[src/hdl/tmba_pkg.sv]
package tmba_pkg;

    // Field and register widths.
    localparam int SAMPLE_W   = 10;
    localparam int MV_W       = 12;
    localparam int VREF_W     = 12;
    localparam int GAIN_W     = 3;
    localparam int OFFSET_W   = 11;
    localparam int BATT_W     = 16;
    localparam int SUM_W      = 19;
    localparam int COUNT_W    = 7;
    localparam int SCALE_W    = SAMPLE_W + VREF_W;
    localparam int GPROD_W    = MV_W + GAIN_W;
    localparam int BSUM_W     = 17;
    localparam int S_TDATA_W  = 16;
    localparam int M_TDATA_W  = 32;
    localparam int CFG_IDX_W  = 2;
    localparam int CFG_DATA_W = 12;

    // Register indexes on the configuration port.
    localparam logic [CFG_IDX_W-1:0] CFG_VREF   = 2'd0;
    localparam logic [CFG_IDX_W-1:0] CFG_GAIN   = 2'd1;
    localparam logic [CFG_IDX_W-1:0] CFG_OFFSET = 2'd2;

    // Register reset values.
    localparam logic [VREF_W-1:0]          VREF_RESET   = 12'd2560;
    localparam logic [GAIN_W-1:0]          GAIN_RESET   = 3'd2;
    localparam logic signed [OFFSET_W-1:0] OFFSET_RESET = 11'sd100;

    // Window reset values and scale divisor.
    localparam logic [MV_W-1:0] MIN_RESET = 12'hFFF;
    localparam int              SCALE_SHIFT = 10;

    // Battery output limits.
    localparam logic signed [BSUM_W-1:0] BATT_MAX = 17'sd17403;
    localparam logic signed [BSUM_W-1:0] BATT_MIN = -17'sd1024;

    typedef enum logic [2:0] {
        ST_IDLE,
        ST_SCALE,
        ST_ACC,
        ST_MEAN,
        ST_BATT,
        ST_OUT
    } state_t;

    // Commands from the controller to the datapath.
    typedef struct packed {
        logic capture;
        logic scale;
        logic accumulate;
        logic finish_mean;
        logic finish_batt;
        logic load_out;
    } cmd_t;

    // Status from the datapath to the controller.
    typedef struct packed {
        logic last_sample;
    } status_t;

endpackage

[src/hdl/trimmed_mean_battery_adc.sv]
// Trimmed-mean battery monitor. Each 10-bit ADC beat on the s_ side is scaled to
// millivolts as sample * vref_mv / 1024 and folded into a window of 2^SHIFT + 2
// samples; on the last sample of a window the largest and smallest values are
// dropped, the rest is divided by 2^SHIFT, and one m_ beat carries that mean
// with the battery voltage mean * divider_gain + offset_mv, saturated to
// -1024 .. 17403. A sample passes the accept, scaling multiply and accumulate
// steps before the next is accepted; the last sample of a window then passes the
// mean, battery and output load stages, the load waiting while the previous result
// is held in the output register. The user must write the registers through
// cfg_wr_en, cfg_index and cfg_data only while the block is idle; it does not enforce this.
module trimmed_mean_battery_adc #(
    parameter int SHIFT = 3
) (
    input  logic                                aclk,
    input  logic                                aresetn,
    input  logic                                s_tvalid,
    output logic                                s_tready,
    input  logic [tmba_pkg::S_TDATA_W-1:0]      s_tdata,   // [9:0] adc_sample
    output logic                                m_tvalid,
    input  logic                                m_tready,
    output logic [tmba_pkg::M_TDATA_W-1:0]      m_tdata,   // [11:0] mean_mv, [27:12] battery_mv
    input  logic                                cfg_wr_en,
    input  logic [tmba_pkg::CFG_IDX_W-1:0]      cfg_index,
    input  logic [tmba_pkg::CFG_DATA_W-1:0]     cfg_data
);

    tmba_pkg::cmd_t              cmd;
    tmba_pkg::status_t           status;
    logic [tmba_pkg::MV_W-1:0]   mean_mv;
    logic [tmba_pkg::BATT_W-1:0] battery_mv;

    tmba_ctrl u_ctrl (
        .aclk     (aclk),
        .aresetn  (aresetn),
        .s_tvalid (s_tvalid),
        .m_tready (m_tready),
        .status   (status),
        .s_tready (s_tready),
        .m_tvalid (m_tvalid),
        .cmd      (cmd)
    );

    tmba_dpath #(
        .SHIFT (SHIFT)
    ) u_dpath (
        .aclk       (aclk),
        .aresetn    (aresetn),
        .adc_sample (s_tdata[tmba_pkg::SAMPLE_W-1:0]),
        .cfg_wr_en  (cfg_wr_en),
        .cfg_index  (cfg_index),
        .cfg_data   (cfg_data),
        .cmd        (cmd),
        .status     (status),
        .mean_mv    (mean_mv),
        .battery_mv (battery_mv)
    );

    // Output beat packing, padded to whole bytes.
    assign m_tdata = {{(tmba_pkg::M_TDATA_W - tmba_pkg::BATT_W - tmba_pkg::MV_W){1'b0}},
                      battery_mv, mean_mv};

    // One sample at a time: no second beat straight after an accepted one.
    assert property (@(posedge aclk) disable iff (!aresetn)
        (s_tvalid && s_tready) |=> !s_tready)
        else $error("input accepted on two consecutive cycles");

    // A result never overwrites one that is still waiting.
    assert property (@(posedge aclk) disable iff (!aresetn)
        cmd.load_out |-> (!m_tvalid || m_tready))
        else $error("output register loaded while a result is pending");

    // Scaling follows an accepted beat directly.
    assert property (@(posedge aclk) disable iff (!aresetn)
        cmd.scale |-> $past(s_tvalid && s_tready))
        else $error("scaling without an accepted sample");

    // The mean is taken only straight after the window's last sample.
    assert property (@(posedge aclk) disable iff (!aresetn)
        cmd.finish_mean |-> $past(cmd.accumulate && status.last_sample))
        else $error("mean computed outside the end of a window");

endmodule

[src/hdl/tmba_ctrl.sv]
module tmba_ctrl (
    input  logic             aclk,
    input  logic             aresetn,
    input  logic             s_tvalid,
    input  logic             m_tready,
    input  tmba_pkg::status_t status,
    output logic             s_tready,
    output logic             m_tvalid,
    output tmba_pkg::cmd_t   cmd
);

    tmba_pkg::state_t state_reg;
    tmba_pkg::state_t state_next;
    logic             out_valid_reg;
    logic             out_valid_next;

    // State and output valid registers.
    always_ff @(posedge aclk) begin
        if (!aresetn) begin
            state_reg     <= tmba_pkg::ST_IDLE;
            out_valid_reg <= 1'b0;
        end else begin
            state_reg     <= state_next;
            out_valid_reg <= out_valid_next;
        end
    end

    // Next state and commands.
    always_comb begin
        state_next = state_reg;
        cmd        = '0;
        s_tready   = 1'b0;
        case (state_reg)
            tmba_pkg::ST_IDLE: begin
                s_tready = 1'b1;
                if (s_tvalid) begin
                    cmd.capture = 1'b1;
                    state_next  = tmba_pkg::ST_SCALE;
                end
            end
            tmba_pkg::ST_SCALE: begin
                cmd.scale  = 1'b1;
                state_next = tmba_pkg::ST_ACC;
            end
            tmba_pkg::ST_ACC: begin
                cmd.accumulate = 1'b1;
                state_next     = status.last_sample ? tmba_pkg::ST_MEAN : tmba_pkg::ST_IDLE;
            end
            tmba_pkg::ST_MEAN: begin
                cmd.finish_mean = 1'b1;
                state_next      = tmba_pkg::ST_BATT;
            end
            tmba_pkg::ST_BATT: begin
                cmd.finish_batt = 1'b1;
                state_next      = tmba_pkg::ST_OUT;
            end
            tmba_pkg::ST_OUT: begin
                // Wait until the output register is free.
                if (!out_valid_reg || m_tready) begin
                    cmd.load_out = 1'b1;
                    state_next   = tmba_pkg::ST_IDLE;
                end
            end
            default: begin
                state_next = tmba_pkg::ST_IDLE;
            end
        endcase
    end

    // The output beat stays valid until taken.
    always_comb begin
        if (cmd.load_out) begin
            out_valid_next = 1'b1;
        end else if (m_tready) begin
            out_valid_next = 1'b0;
        end else begin
            out_valid_next = out_valid_reg;
        end
    end

    assign m_tvalid = out_valid_reg;

endmodule

[src/hdl/tmba_dpath.sv]
module tmba_dpath #(
    parameter int SHIFT = 3
) (
    input  logic                              aclk,
    input  logic                              aresetn,
    input  logic [tmba_pkg::SAMPLE_W-1:0]     adc_sample,
    input  logic                              cfg_wr_en,
    input  logic [tmba_pkg::CFG_IDX_W-1:0]    cfg_index,
    input  logic [tmba_pkg::CFG_DATA_W-1:0]   cfg_data,
    input  tmba_pkg::cmd_t                    cmd,
    output tmba_pkg::status_t                 status,
    output logic [tmba_pkg::MV_W-1:0]         mean_mv,
    output logic [tmba_pkg::BATT_W-1:0]       battery_mv
);

    localparam logic [tmba_pkg::COUNT_W-1:0] WINDOW_LEN =
        tmba_pkg::COUNT_W'((1 << SHIFT) + 2);

    logic [tmba_pkg::VREF_W-1:0]          vref_reg;
    logic [tmba_pkg::GAIN_W-1:0]          gain_reg;
    logic signed [tmba_pkg::OFFSET_W-1:0] offset_reg;

    logic [tmba_pkg::SAMPLE_W-1:0] sample_reg;
    logic [tmba_pkg::MV_W-1:0]     scaled_reg;
    logic [tmba_pkg::COUNT_W-1:0]  count_reg;
    logic [tmba_pkg::COUNT_W-1:0]  count_next;
    logic [tmba_pkg::SUM_W-1:0]    sum_reg;
    logic [tmba_pkg::MV_W-1:0]     max_reg;
    logic [tmba_pkg::MV_W-1:0]     min_reg;
    logic [tmba_pkg::MV_W-1:0]     mean_reg;
    logic [tmba_pkg::BATT_W-1:0]   batt_reg;
    logic [tmba_pkg::MV_W-1:0]     out_mean_reg;
    logic [tmba_pkg::BATT_W-1:0]   out_batt_reg;

    logic [tmba_pkg::SCALE_W-1:0]        scale_prod;
    logic [tmba_pkg::SUM_W-1:0]          trimmed;
    logic [tmba_pkg::GPROD_W-1:0]        gain_prod;
    logic signed [tmba_pkg::BSUM_W-1:0]  batt_sum;
    logic signed [tmba_pkg::BSUM_W-1:0]  batt_sat;

    // Configuration registers.
    always_ff @(posedge aclk) begin
        if (!aresetn) begin
            vref_reg   <= tmba_pkg::VREF_RESET;
            gain_reg   <= tmba_pkg::GAIN_RESET;
            offset_reg <= tmba_pkg::OFFSET_RESET;
        end else if (cfg_wr_en) begin
            case (cfg_index)
                tmba_pkg::CFG_VREF:   vref_reg   <= cfg_data;
                tmba_pkg::CFG_GAIN:   gain_reg   <= cfg_data[tmba_pkg::GAIN_W-1:0];
                tmba_pkg::CFG_OFFSET: offset_reg <= $signed(cfg_data[tmba_pkg::OFFSET_W-1:0]);
                default: begin
                end
            endcase
        end
    end

    // Scaling to millivolts: one multiply, truncated by the ADC full scale.
    assign scale_prod = tmba_pkg::SCALE_W'(sample_reg) * tmba_pkg::SCALE_W'(vref_reg);

    // Sum less the largest and smallest sample; never negative over a full window.
    assign trimmed = sum_reg - tmba_pkg::SUM_W'(max_reg) - tmba_pkg::SUM_W'(min_reg);

    // Battery voltage before saturation.
    assign gain_prod = tmba_pkg::GPROD_W'(mean_reg) * tmba_pkg::GPROD_W'(gain_reg);
    assign batt_sum  = $signed({2'b00, gain_prod})
                     + $signed({{(tmba_pkg::BSUM_W - tmba_pkg::OFFSET_W){offset_reg[tmba_pkg::OFFSET_W-1]}},
                                offset_reg});

    always_comb begin
        if (batt_sum > tmba_pkg::BATT_MAX) begin
            batt_sat = tmba_pkg::BATT_MAX;
        end else if (batt_sum < tmba_pkg::BATT_MIN) begin
            batt_sat = tmba_pkg::BATT_MIN;
        end else begin
            batt_sat = batt_sum;
        end
    end

    assign count_next         = count_reg + 1'b1;
    assign status.last_sample = (count_next == WINDOW_LEN);

    // Window state: accumulate each sample, clear once the mean is taken.
    always_ff @(posedge aclk) begin
        if (!aresetn) begin
            count_reg <= '0;
            sum_reg   <= '0;
            max_reg   <= '0;
            min_reg   <= tmba_pkg::MIN_RESET;
        end else if (cmd.accumulate) begin
            count_reg <= count_next;
            sum_reg   <= sum_reg + tmba_pkg::SUM_W'(scaled_reg);
            if (scaled_reg > max_reg) begin
                max_reg <= scaled_reg;
            end
            if (scaled_reg < min_reg) begin
                min_reg <= scaled_reg;
            end
        end else if (cmd.finish_mean) begin
            count_reg <= '0;
            sum_reg   <= '0;
            max_reg   <= '0;
            min_reg   <= tmba_pkg::MIN_RESET;
        end
    end

    // Payload registers along the sample path.
    always_ff @(posedge aclk) begin
        if (cmd.capture) begin
            sample_reg <= adc_sample;
        end
        if (cmd.scale) begin
            scaled_reg <= scale_prod[tmba_pkg::SCALE_SHIFT +: tmba_pkg::MV_W];
        end
        if (cmd.finish_mean) begin
            mean_reg <= trimmed[SHIFT +: tmba_pkg::MV_W];
        end
        if (cmd.finish_batt) begin
            batt_reg <= batt_sat[tmba_pkg::BATT_W-1:0];
        end
        if (cmd.load_out) begin
            out_mean_reg <= mean_reg;
            out_batt_reg <= batt_reg;
        end
    end

    assign mean_mv    = out_mean_reg;
    assign battery_mv = out_batt_reg;

endmodule
[config.mk]
export PLATFORM = sky130hd
export DESIGN_NAME = trimmed_mean_battery_adc
export DESIGN_NICKNAME = d
export VERILOG_FILES = /design/src/hdl/tmba_pkg.sv /design/src/hdl/trimmed_mean_battery_adc.sv /design/src/hdl/tmba_ctrl.sv /design/src/hdl/tmba_dpath.sv
export SDC_FILE = /design/constraint.sdc
export NUM_CORES = 1
export LEC_CHECK = 0
export ABC_AREA = 1
export BUFFER_PORTS_ARGS = -buffer_cell sky130_fd_sc_hd__buf_2
export CAP_MARGIN = 20
export CORE_MARGIN = 2
export CORE_UTILIZATION = 56
export CTS_BUF_LIST = sky130_fd_sc_hd__clkbuf_4
export DETAILED_ROUTE_END_ITERATION = 8
export PLACE_DENSITY = 0.75
export SYNTH_ARGS = -nofsm -noshare
export SYNTH_HDL_FRONTEND = slang
export SYNTH_SLANG_ARGS = --single-unit
[constraint.sdc]
create_clock -name aclk -period 7.1 [get_ports aclk]
set_clock_uncertainty 0.15 [all_clocks]
set_input_delay 0.71 -clock aclk [delete_from_list [all_inputs] [get_ports aclk]]
set_output_delay 0.71 -clock aclk [all_outputs]
set_load 0.01 [all_outputs]
After elaboration in Yosys (flattened, before gate mapping)
Index checks and enable logic that the tools add are counted.

Multipliers: 2. Div/mod/pow operators: 0. Eq/ne operators: 12. $add $sub $neg: 5. Bitwise logic cells: 0. Mux-type cells: 26. Reduce and logical (&&, ||, !) cells: 13. Order comparisons: 4. Shift-type cells: 0.

Operator list (count): $mux 12 (6); $mux 19 (2); $sub 15x12->15 (2); $mul 10x12->22 (1); $add 19x12->19 (1); $pmux 3 s6 (1); $add 16x11->17 (1); $gt 17x16->1 const B (1); $lt 17x11->1 const B (1); $mux 16 (1); $mul 12x3->15 (1); $mux 7 (2); $gt 12x12->1 (1); $lt 12x12->1 (1); $reduce_and 2->1 (6); $mux 1 (11); $add 7x1->7 const B (1); $eq 7x4->1 const B (1); $eq 3x2->1 const B (2); $eq 3x3->1 const B (2); $mux 3 (2); $ne 2x1->1 const B (3); $reduce_bool 2->1 (2); $eq 3x1->1 const B (1); 9 further kinds (9).

Memories kept: 0. RAM bits: 0. Output and inout port bits: 34. Logic and storage cells: 78. Bits in latches: 0. ROM bits: 0. Bits of input ports: 35. Flip-flop bits (word level): 158.

Depth between registers and ports, before layout
Gate-level depths: netlist of the first run.

Depth in word-level cells: 5. Gate-level depth with buffers: 34. Depth with buffers taken out: 33.

Cells and area by module
A second synthesis of the first run with hierarchy kept.

Cell total of the unflattened synthesis: 1619. Area, all modules: 13076.3 um^2.

By module, submodules not included: tmba_dpath (sequential area each 3783.6 um^2, area each 12819.8 um^2, times used 1, cells each 1580); tmba_ctrl (sequential area each 80.1 um^2, area each 222.7 um^2, times used 1, cells each 34); trimmed_mean_battery_adc (sequential area each 0.0 um^2, area each 33.8 um^2, times used 1, cells each 5).

Least setup slack after synthesis of the first run
No wires, ideal clock.

Path type: register to register. From: register u_dpath.sample_reg[9] (netlist name). To: register u_dpath.scaled_reg[11] (netlist name), data pin. Stages on the path, launching flop included: 17. Data arrival time: 4.735 ns. Library setup time: 0.252 ns. Required time: 6.698 ns. Buffers on the path: 1. Slack: 1.963 ns. Period minus slack after synthesis: 5.137 ns. Cells stage by stage: edfxtp_1 > clkbuf_1 > nand2_1 > fa_1 > inv_1 > fa_1 > fa_1 > fa_1 > fa_1 > ha_1 > nand2_1 > nor4_1 > a21oi_1 > o21ai_0 > nand2_1 > nand3b_1 > nand2_1.

Word-level cells in the longest chain between the ends: 1.

Ends and longest elaborated chain: start, declared (RTL line tmba_dpath.sv:23) `logic [tmba_pkg::SAMPLE_W-1:0] sample_reg;`; start signal, assigned (RTL line tmba_dpath.sv:110) `sample_reg <= adc_sample;`; $mul 10x12->22 (RTL line tmba_dpath.sv:59) `assign scale_prod = tmba_pkg::SCALE_W'(sample_reg) * tmba_pkg::SCALE_W'(vref_reg);`; via u_dpath.scale_prod, one bit (RTL line tmba_dpath.sv:35) `logic [tmba_pkg::SCALE_W-1:0] scale_prod;`; end signal, assigned (RTL line tmba_dpath.sv:113) `scaled_reg <= scale_prod[tmba_pkg::SCALE_SHIFT +: tmba_pkg::MV_W];`; end, declared (RTL line tmba_dpath.sv:24) `logic [tmba_pkg::MV_W-1:0] scaled_reg;`.

The timed path passes the listed nets, and every way through them passes these cells. A chain may end at the register's enable or synchronous reset.

Worst setup path in the final report of the first run
From: register u_dpath.sample_reg[3] (netlist name). To: register u_dpath.scaled_reg[11] (netlist name), data pin.

The elaborated chain is that of the path after synthesis.

==> metrics list, run 1 <==
- The first global-routing pass estimated slightly below 50 mm of wire.
- The tightest hold path in the finished design has a slack of about 0.12 ns.
- Setup violations remaining at the end of the flow were counted as 0.
- The number of global-route vias before repair was 10300.
- Of the post-synthesis cell area, the dominant cell type holds 0.180.
- # H-tree levels: 4
- The average instance in the mapped netlist occupies between 8 and 9 um^2.
- Maximum capacitance violations: 0
* Most repeated cell in the gate-level netlist after synthesis: sky130_fd_sc_hd__nand2_1
* Count of nets after finishing: approximately 1900
* Signed area change from the synthesized netlist to the final layout: 6.60%
- Sequential share of power: 0.382
- Register bit total from synthesis: 154
* Headroom to the max-slew limit: 0.298
* Clock latency at the later pin of the worst-skew pair: ~0.60 ns
- Most frequent cells after synthesis: sky130_fd_sc_hd__nand2_1 (413), sky130_fd_sc_hd__inv_1 (281), sky130_fd_sc_hd__ha_1 (137)
- Total CTS buffers: 17
- Buffers placed on the I/O ports in this run total 58.
- Highest attainable clock frequency: roughly 0.18 GHz
- Worst Path Class, Setup: reg -> reg
* Most used flip-flop cell after synthesis: sky130_fd_sc_hd__edfxtp_1
* Height of the die: around 160 um
- TritonCTS built the clock tree.
- Of the total power, combinational logic draws 0.405.
- Of the cells placed in the final design, the portion with a size suffix greater than 1 is 0.0776.
- 1st-pass router iterations: 7
- Summed negative setup slack over all endpoints: 0 ns
- In the routed layout, each cell is associated on average with a via count of 5.39.
* Cell count after synthesis: about 1600
- Peak fanout along the critical path: 12
* Top cells by area in the synthesized netlist: sky130_fd_sc_hd__edfxtp_1 (18%), sky130_fd_sc_hd__fa_1 (16%), sky130_fd_sc_hd__ha_1 (13%), sky130_fd_sc_hd__nand2_1 (12%), sky130_fd_sc_hd__dfxtp_1 (12%)
- The worst path needs 5.65 ns of the cycle, external delays included.
- STA puts the critical path data arrival time at just under 6 ns.
- The final route contains 10400 vias.
- Count of hold-fix buffers inserted at cts: 0
* Seq/Total Area, Yosys: 0.298
- Row generation in the floorplan step produced 55 rows.
- Power spread over the standard cell area amounts to around 210 nW/um^2.
- Class of the worst hold path: in -> reg
- Cell internal power was estimated by the tool at 1760 uW.
* Wirelength, routed: ~29 mm
- Routed wirelength normalized by instance count: 14.9 um
* Resize count post-CTS: 0
* Tcrit/Tclk final: 0.795
* Worst ir drop on vdd: approximately 0.13 mV
* Slew at the pin closest to its max-slew limit: 1.05 ns
- The tree is rooted in a sky130_fd_sc_hd__clkbuf_4.
- The count of nets left with antenna violations once routing finished came out at 0.
* Global placement routability congestion: 0.880
- Counting flops with a built-in enable in the synthesized netlist gives between 70 and 80.
- Power dissipated by switching net loads: ~1200 uW
* HPWL reported at the end of detailed placement: around 22 mm
- Drt initial violations: 689
- Summed over all layers, the global routing overflow is 0.
- The number of different library cells used by synthesis comes to 46.
* Clock Pin Slew Worst Setup and Hold Paths: ~0.16 ns
* Starting density of the core: 0.572
- Top Ports: between 60 and 70
- Reg2Reg Setup Slack: 1.45 ns
* Post-route core utilization: 0.610
- Post-CTS Repair Setup Buffers: 0
- The number of antenna violations at the first check in global routing came to 1.
- Synth area leader: sky130_fd_sc_hd__edfxtp_1
- In the routed design, unresolved DRC markers number 0.
- STA classifies the critical path endpoint as a flop.
- Largest net degree at the start of global routing: 42
- Fraction of power consumed by the clock network: 0.213
- In the synthesized netlist the async set-or-reset flop fraction comes to 0.
- In the global route stage, overall resource usage came out at 0.250.
- Ys Warns: 0
* Status: finished clean
- Of the total power, the share spent switching nets is 0.405.
- Sort of element at the start of the critical path: flop
- Cell area after synthesis: about 13000 um^2
* Final Max Tran Viols: 0
- Counting every sink on the clock net gives roughly 150.
- Setup repair after global routing left no endpoint under its margin.
- The clock passes through at most 2 buffers.
* Worst Path Required: between 7 and 8 ns
* Overall die width: about 160 um
- Placeable core region: roughly 23000 um^2
* P_leak: approximately 0.007 uW
* Hold violation total from the final report: 0
* Die ar.: around 24000 um^2
## placed cells by master, fill, tap and decap left out, types with 54 or more instances in the layout
| cell | n |
|---|---|
| sky130_fd_sc_hd__nand3_1 | 61 |
| sky130_fd_sc_hd__fa_1 | 101 |
| sky130_fd_sc_hd__ha_1 | 137 |
| sky130_fd_sc_hd__inv_1 | 281 |
| sky130_fd_sc_hd__dfxtp_1 | 76 |
| sky130_fd_sc_hd__buf_2 | 58 |
| sky130_fd_sc_hd__edfxtp_1 | 78 |
| sky130_fd_sc_hd__nand2_1 | 413 |
| sky130_fd_sc_hd__nor2_1 | 87 |
| sky130_fd_sc_hd__o21ai_0 | 54 |
| sky130_fd_sc_hd__a21oi_1 | 109 |
## area by class of cell
class	count	area [um^2]
clock buffers	17	128
multi-input cells	1111	7840
clock inverters	15	199
flip-flops and latches	154	3860
inverters	286	1070
repair buffers	67	378
diodes	1	2.50
fillers	1992	8870
well taps	285	357
## critical path, stage by stage, from the launching register on
cell                       delay [ns]
sky130_fd_sc_hd__edfxtp_1        0.74
sky130_fd_sc_hd__nand2_1         0.16
sky130_fd_sc_hd__fa_1            0.56
sky130_fd_sc_hd__inv_1           0.05
sky130_fd_sc_hd__fa_1            0.52
sky130_fd_sc_hd__fa_1            0.44
sky130_fd_sc_hd__fa_1            0.52
sky130_fd_sc_hd__fa_1            0.49
sky130_fd_sc_hd__ha_1            0.37
sky130_fd_sc_hd__nand2_1         0.11
sky130_fd_sc_hd__nor4_1          0.43
sky130_fd_sc_hd__a21oi_1         0.18
sky130_fd_sc_hd__o21ai_0         0.38
sky130_fd_sc_hd__nand2_1         0.15
sky130_fd_sc_hd__nand3b_1        0.11
sky130_fd_sc_hd__nand2_1         0.05
## metrics by stage
stage	area [um^2]	power (uW)	setup WS, ns	cells
after floorplan	13000	2020	1.96	1600
after global placement	13500	2280	1.67	1902
after detailed placement	13500	2320	1.53	1903
after CTS	13800	2960	1.52	1935
after global routing	13800	3180	1.21	1936
final	13800	2950	1.45	1936
## final timing paths
path / start / cells after the start / to
max reg2reg: u_dpath.sample_reg[3] / 15 / u_dpath.scaled_reg[11]
max: u_dpath.sample_reg[3] / 15 / u_dpath.scaled_reg[11]
min: s_tdata[2] / 1 / u_dpath.sample_reg[2]
min reg2reg: u_dpath.batt_reg[9] / 0 / u_dpath.battery_mv[9]
## power groups by stage
stage	logic, uW	clock network [uW]	registers (uW)
floorplan	928	0	1090
global route	1370	673	1140
detailed placement	1180	0	1150
global placement	1130	0	1150
CTS	1190	638	1130
finish	1200	629	1130
## kinds of logic after synthesis
family	share of synthesized area
xor gates and xnor gates	0.0308
and+or+nand+nor	0.195
other	0.000289
AOI/OAI and AO/OA	0.0895
buffers and inverters	0.0996
DFF	0.298
adders and majority gates	0.288
## routing by layer
metal / track usage / up-vias / part of all wire
li1: - / 5138 / -
met1: 0.320 / 4952 / 0.44
met2: 0.429 / 289 / 0.49
met3: 0.0404 / 51 / 0.052
met4: 0.0874 / 0 / 0.024
met5: 0 / - / 0
Power figures use the tool's default switching activity.
==> run 2: changes to the inputs <==
==> constraint.sdc (replaced) <==
create_clock -name aclk -period 5.35 [get_ports aclk]
set_clock_uncertainty 0.15 [all_clocks]
set_input_delay 0.535 -clock aclk [delete_from_list [all_inputs] [get_ports aclk]]
set_output_delay 0.535 -clock aclk [all_outputs]
set_load 0.01 [all_outputs]
==> metrics list, run 2 (synthesis results as in run 1) <==
- The critical path goes through nand2_1 > inv_1 > fa_1 > fa_1 > fa_1 > fa_1 > fa_1 > ha_1 > buf_4 > nand2_1 > nor2_1 > nand2_1 > o211ai_1 > nand2_1 > nand2_1 > a21oi_1 > xnor2_1.
- The root buffer cell chosen for the clock tree is sky130_fd_sc_hd__clkbuf_4.
- Drt initial violations: roughly 660
- Top Ports: 69
* Sort of element at the start of the critical path: flop
- In the routed layout, each cell is associated on average with a via count of 5.35.
- Class of the worst hold path: in -> reg
- Combinational share of power: 0.413
- The share of total power dissipated in the clock network is 0.219.
- Worst Path Required: ~5.5 ns
- Net switching share of the total power: 0.396
- Leading cell types in the layout, fill and taps excluded: sky130_fd_sc_hd__nand2_1 (413), sky130_fd_sc_hd__inv_1 (281), sky130_fd_sc_hd__ha_1 (136)
- Dividing the detail-routed wire length by the instance count gives about 15 um.
* Highest attainable clock frequency: between 0.15 and 0.2 GHz
- The first global-routing pass estimated between 40 and 50 mm of wire.
- Area of the multi-input gates: 7870 um^2
- Worst ir drop on vdd: 0.171 mV
- The H-tree generated during clock tree synthesis spans 4 levels.
- The detailed router placed approximately 11000 vias in this run.
* Peak fanout along the critical path: 8
* Starting density of the core: 0.572
* Height of the die: ~160 um
- In this run the power density over the cells is between 200 and 300 nW/um^2.
- Global placement routability congestion: between 0.8 and 0.9
- After global routing the overflow that remains totals 0.
- Via count of the first global-routing pass: about 11000
- Setup repair after global routing left no endpoint under its margin.
- Worst Path Class, Setup: reg -> reg
* Slew at the pin closest to its max-slew limit: approximately 1.0 ns
* HPWL reported at the end of detailed placement: 23.0 mm
* Minimum period implied by the final worst setup slack: roughly 5 ns
* Die ar.: 24400 um^2
- The number of antenna violations at the first check in global routing came to 1.
- Number of clock sinks: approximately 150
* Kind of end point of the critical path: flop
* Tcrit/Tclk final: 0.960
- Placeable core region: 22700 um^2
* Total CTS buffers: 17
* Summed negative setup slack over all endpoints: 0 ns
* Wirelength, routed: 29.7 mm
- After detailed routing, the number of remaining DRC violations is 0.
- Sequential cell area: just under 4000 um^2
- The clock reaches the later pin of the worst-skew pair after approximately 0.6 ns.
- Leaving out fill and tap cells, the most frequent cell in the layout is sky130_fd_sc_hd__nand2_1.
* 1st-pass router iterations: 5
- The slowest stage of the critical path belongs to the cell sky130_fd_sc_hd__edfxtp_1.
- The number of hold violations in the final report is 0.
* Headroom to the max-slew limit: 0.303
- Clock Pin Slew Worst Setup and Hold Paths: ~0.17 ns
* Count of nets after finishing: slightly below 2000
* Standard-cell rows: 55
* Overall routing resource usage: 0.253
* Status: finished clean
* Delay contributed by the slowest stage of the critical path: approximately 0.59 ns
* Share of layout cells above drive strength 1: 0.102
- Number of nets with antenna violations after routing: 0
- Internal power comes to around 2400 uW.
- Across the run, the number of max-cap violations was 0.
* Maximum clock insertion buffer count: 2
* P_leak: between 0.007 and 0.008 uW
- Worst Hold Slack: between 0.04 and 0.05 ns
- Sequential share of power: 0.368
- Signed area change from the synthesized netlist to the final layout: 10.3%
* Overall die width: approximately 160 um
* Worst EP arrival: ~5.3 ns
- Power dissipated by switching net loads: between 1500 and 2000 uW
- Finish-stage setup viols: 0
- Port Buffers: between 50 and 60
- CTS tree: done
* Largest net degree at the start of global routing: 42
- Filler Cells Inserted: roughly 1900
* Final Max Tran Viols: 0
-- run 2: cell type report --
class,instances,share of cell area
antenna,2,0.000349
tap,285,0.0249
clock buffer,18,0.00943
multi-input combinational,1111,0.549
sequential,154,0.271
timing repair buffer,118,0.0562
clock inverter,14,0.0146
inverter,286,0.0749
-- run 2: power by group through the flow --
stage	registers (uW)	logic (uW)	clock network, uW
after CTS	1480	1620	896
after global routing	1480	1880	931
after detailed placement	1500	1590	0
after global placement	1500	1540	0
after floorplan	1450	1230	0
final	1470	1660	879
-- run 2: metrics by stage --
| stage | worst slack [ns] | utilization | instance area (um^2) | power [uW] | instances |
|---|---|---|---|---|---|
| final | 0.215 | 0.631 | 14300 | 4010 | 1988 |
| after global routing | 0.0128 | 0.631 | 14300 | 4300 | 1987 |
| after CTS | 0.0305 | 0.625 | 14200 | 3990 | 1976 |
| after detailed placement | 0.0759 | 0.604 | 13700 | 3090 | 1929 |
| after global placement | 0.201 | 0.602 | 13700 | 3050 | 1928 |
| after floorplan | 0.213 | - | 13000 | 2680 | 1600 |
-- run 2: path summary, 6_finish.rpt --
| check | from | to | slack, ns | cells past startpoint |
|---|---|---|---|---|
| worst min register to register | u_dpath.batt_reg[1] | u_dpath.battery_mv[1] | 0.27 | 0 |
| worst max-delay path | u_dpath.sample_reg[4] | u_dpath.scaled_reg[8] | 0.21 | 17 |
| worst max register to register | u_dpath.sample_reg[4] | u_dpath.scaled_reg[8] | 0.21 | 17 |
| worst min-delay path | cfg_data[3] | u_dpath.vref_reg[3] | 0.04 | 3 |
-- run 2: per-layer routing --
| layer | global-route usage | vias to the layer above | routed length, um |
|---|---|---|---|
| met5 | 0 | - | 0 |
| met4 | 0.0716 | 0 | 504 |
| met3 | 0.0302 | 47 | 1660 |
| met2 | 0.450 | 321 | 14700 |
| met1 | 0.327 | 5025 | 12800 |
| li1 | - | 5245 | - |
-- run 2: repair_timing --
action	4_1_cts	5_1_grt
endpoints found under the hold margin	15	0
setup endpoints to repair	0	22
hold buffers	15	0
resized for setup	0	13
setup buffers	0	9
-- run 2: worst max-delay path, delay by kind of cell (launching register included) --
kind / cells / cell delay [ns]
flip-flops: 1 / 0.59
AO/OA/AOI/OAI: 2 / 0.38
AND/OR/NAND/NOR: 6 / 0.59
adder cells (fa/ha/maj): 6 / 2.83
buffers and inverters: 2 / 0.19
XOR/XNOR: 1 / 0.13
==> run 3: changes to the inputs <==
--- a/config.mk
+++ b/config.mk
@@ -8,11 +8,14 @@
 export ABC_AREA = 1
 export BUFFER_PORTS_ARGS = -buffer_cell sky130_fd_sc_hd__buf_2
 export CAP_MARGIN = 20
+export CELL_PAD_IN_SITES_DETAIL_PLACEMENT = 1
+export CELL_PAD_IN_SITES_GLOBAL_PLACEMENT = 1
 export CORE_MARGIN = 2
-export CORE_UTILIZATION = 56
+export CORE_UTILIZATION = 49
 export CTS_BUF_LIST = sky130_fd_sc_hd__clkbuf_4
 export DETAILED_ROUTE_END_ITERATION = 8
-export PLACE_DENSITY = 0.75
+export PLACE_DENSITY = 0.85
+export SLEW_MARGIN = 15
 export SYNTH_ARGS = -nofsm -noshare
 export SYNTH_HDL_FRONTEND = slang
 export SYNTH_SLANG_ARGS = --single-unit
==> metrics list, run 3 (synthesis results as in run 1) <==
- The detailed router finished its first iteration with roughly 650 violations.
- P_leak: 0.00741 uW
- Global placement routability congestion: approximately 0.84
- Worst ir drop on vdd: roughly 0.15 mV
- Top Ports: 69
- Signed area change from the synthesized netlist to the final layout: 11.4%
* Overall routing resource usage: 0.273
* Minimum period implied by the final worst setup slack: 5.32 ns
- The floorplan step defined a core boundary enclosing approximately 26000 um^2.
- Number of clock sinks: 154
- For hold timing, the worst endpoint is u_dpath.offset_reg[8].
- Headroom to the max-slew limit: 0.261
- Inst Count DP: just under 2000
- Worst reg2reg startpoint: u_dpath.sample_reg[2]
- Total CTS buffers: 17
- Final Max Tran Viols: 0
- Count of nets after finishing: between 1500 and 2000
- HPWL reported at the end of detailed placement: 29.1 mm
- Height of the die: around 170 um
* Reg2Reg Setup Slack: about 0.035 ns
- Hold violation total from the final report: 0
* WHS Path Cells: 3
* FF-to-FF path depth: 20
- Clock latency at the later pin of the worst-skew pair: 0.60 ns
- The final reports fail on design-rule violations.
- After detailed routing, the total wire length is roughly 38 mm.
- STA puts the critical path data arrival time at around 5.5 ns.
- After detailed routing, the number of remaining DRC violations is 2.
* Number of nets with antenna violations after routing: 0
- The number of antenna violations at the first check in global routing was 1.
* Overflow left after global routing: 0
* Share of layout cells above drive strength 1: 0.118
- Tcrit/Tclk final: 0.994
* Via total after detailed routing: approximately 11000
* # H-tree levels: 4
- The clock passes through at most 2 buffers.
- After detailed routing, the number of vias per cell comes to roughly 5.5.
- Clock Pin Slew Worst Setup and Hold Paths: 0.16 ns
- Final non-filler cell total: 2046
* Sort of element at the start of the critical path: flop
- Routed wirelength normalized by instance count: around 19 um
* Filler Cells Inserted: about 3200
* Via count of the first global-routing pass: roughly 12000
- Placed instance area: around 14000 um^2
- In this run the horizontal extent of the chip is ~170 um.
- Status: complete, but fails checks
* Worst Path Required: roughly 5.5 ns
* Clock Root Buffer: sky130_fd_sc_hd__clkbuf_4
* Sequential cell area: 3870 um^2
- Summing all multi-input logic gate instances after layout gives approximately 8000 um^2.
* Largest net degree at the start of global routing: between 40 and 50
* Class of the worst hold path: in -> reg
* Slew at the pin closest to its max-slew limit: approximately 1.1 ns
- The die covers roughly 28000 um^2.
- Setup repair after global routing could not meet its margin everywhere.
* Starting density of the core: 0.498
* Port Buffers: 58
- In this run the core area contains 59 standard-cell rows.
- Post-route cell area: between 10000 and 15000 um^2
- Setup violations remaining at the end of the flow were counted as 0.
- Kind of end point of the critical path: flop
* Worst R2R End: u_dpath.scaled_reg[8]
* Maximum capacitance violations: 0
- Power spread over the standard cell area amounts to 283 nW/um^2.
- Worst hold path startpoint: cfg_data[8]
- Before antenna repair, the detailed router went through 7 iterations.
- Leaving out fill and tap cells, the most frequent cell in the layout is sky130_fd_sc_hd__nand2_1.
- TritonCTS built the clock tree.
- Leading cell types in the layout, fill and taps excluded: sky130_fd_sc_hd__nand2_1 (407), sky130_fd_sc_hd__inv_1 (281), sky130_fd_sc_hd__ha_1 (132)
* Worst Path Class, Setup: reg -> reg
- The first global-routing pass estimated 60.7 mm of wire.
- Peak fanout along the critical path: 6
- Derived from the worst setup path, the maximum achievable clock frequency is 0.188 GHz.
run 3: repair_timing:
| item | 4_1_cts | 5_1_grt |
|---|---|---|
| hold endpoints to repair | 14 | 0 |
| hold buffers | 14 | 0 |
| pin swaps | 0 | 9 |
| buffers inserted | 7 | 8 |
| cloned | 0 | 0 |
| gates resized for setup | 3 | 33 |
| setup endpoints to repair | 5 | 23 |
run 3: layer usage:
layer,up-vias,global-route usage,share of wire
li1,5269,-,-
met1,5571,0.324,0.41
met2,292,0.498,0.52
met3,108,0.0333,0.033
met4,0,0.118,0.037
met5,-,0,0
run 3: power breakdown:
group,internal [uW],switching [uW],total (uW)
registers,1380,108,1490
clock network,253,514,766
logic,697,1140,1840
total,2330,1770,4090
run 3: how the worst max path moves through the flow:
stage	start	end	slack [ns]	cells after the start
detailed placement	u_dpath.sample_reg[3]	u_dpath.scaled_reg[7]	-0.04	18
finish	u_dpath.sample_reg[2]	u_dpath.scaled_reg[8]	0.03	20
global placement	u_dpath.sample_reg[3]	u_dpath.scaled_reg[11]	0.19	18
CTS	u_dpath.sample_reg[9]	u_dpath.scaled_reg[11]	0.03	18
floorplan	u_dpath.sample_reg[9]	u_dpath.scaled_reg[11]	0.21	16
global route	u_dpath.sample_reg[2]	u_dpath.scaled_reg[8]	-0.15	20
run 3: worst max-delay path, stage by stage (launching register included):
cell and delay (ns):
sky130_fd_sc_hd__edfxtp_1 0.54, sky130_fd_sc_hd__buf_6 0.17, sky130_fd_sc_hd__buf_4 0.14, sky130_fd_sc_hd__nand2_1 0.10, sky130_fd_sc_hd__fa_1 0.46, sky130_fd_sc_hd__fa_1 0.50, sky130_fd_sc_hd__inv_1 0.04, sky130_fd_sc_hd__ha_1 0.26
sky130_fd_sc_hd__inv_1 0.05, sky130_fd_sc_hd__fa_1 0.53, sky130_fd_sc_hd__inv_1 0.06, sky130_fd_sc_hd__fa_1 0.50, sky130_fd_sc_hd__ha_1 0.38, sky130_fd_sc_hd__nand2_1 0.13, sky130_fd_sc_hd__nor2_1 0.17, sky130_fd_sc_hd__nand2_1 0.10
sky130_fd_sc_hd__o211ai_1 0.34, sky130_fd_sc_hd__nand2_1 0.10, sky130_fd_sc_hd__nand2_1 0.11, sky130_fd_sc_hd__a21oi_1 0.09, sky130_fd_sc_hd__xnor2_1 0.14
run 3: cell type report:
cell class | instances | share of cell area
antenna | 1 | 0.000173
tap | 335 | 0.0290
sequential | 154 | 0.267
inverter | 286 | 0.0742
timing repair buffer | 127 | 0.0585
multi-input combinational | 1111 | 0.552
clock buffer | 19 | 0.00986
clock inverter | 13 | 0.00925
run 3: through the flow:
stage                     setup TNS (ns)  setup slack, ns  total power [uW]  utilization  hold WS (ns)
after global routing              -0.525           -0.153              4360        0.555       0.00819
after global placement                 0            0.190              3080        0.529         0.251
after CTS                              0           0.0262              3990        0.548       0.00213
after detailed placement         -0.0786          -0.0410              3190        0.529         0.256
final                                  0           0.0345              4090        0.555        0.0389
after floorplan                        0            0.213              2680            -         0.250
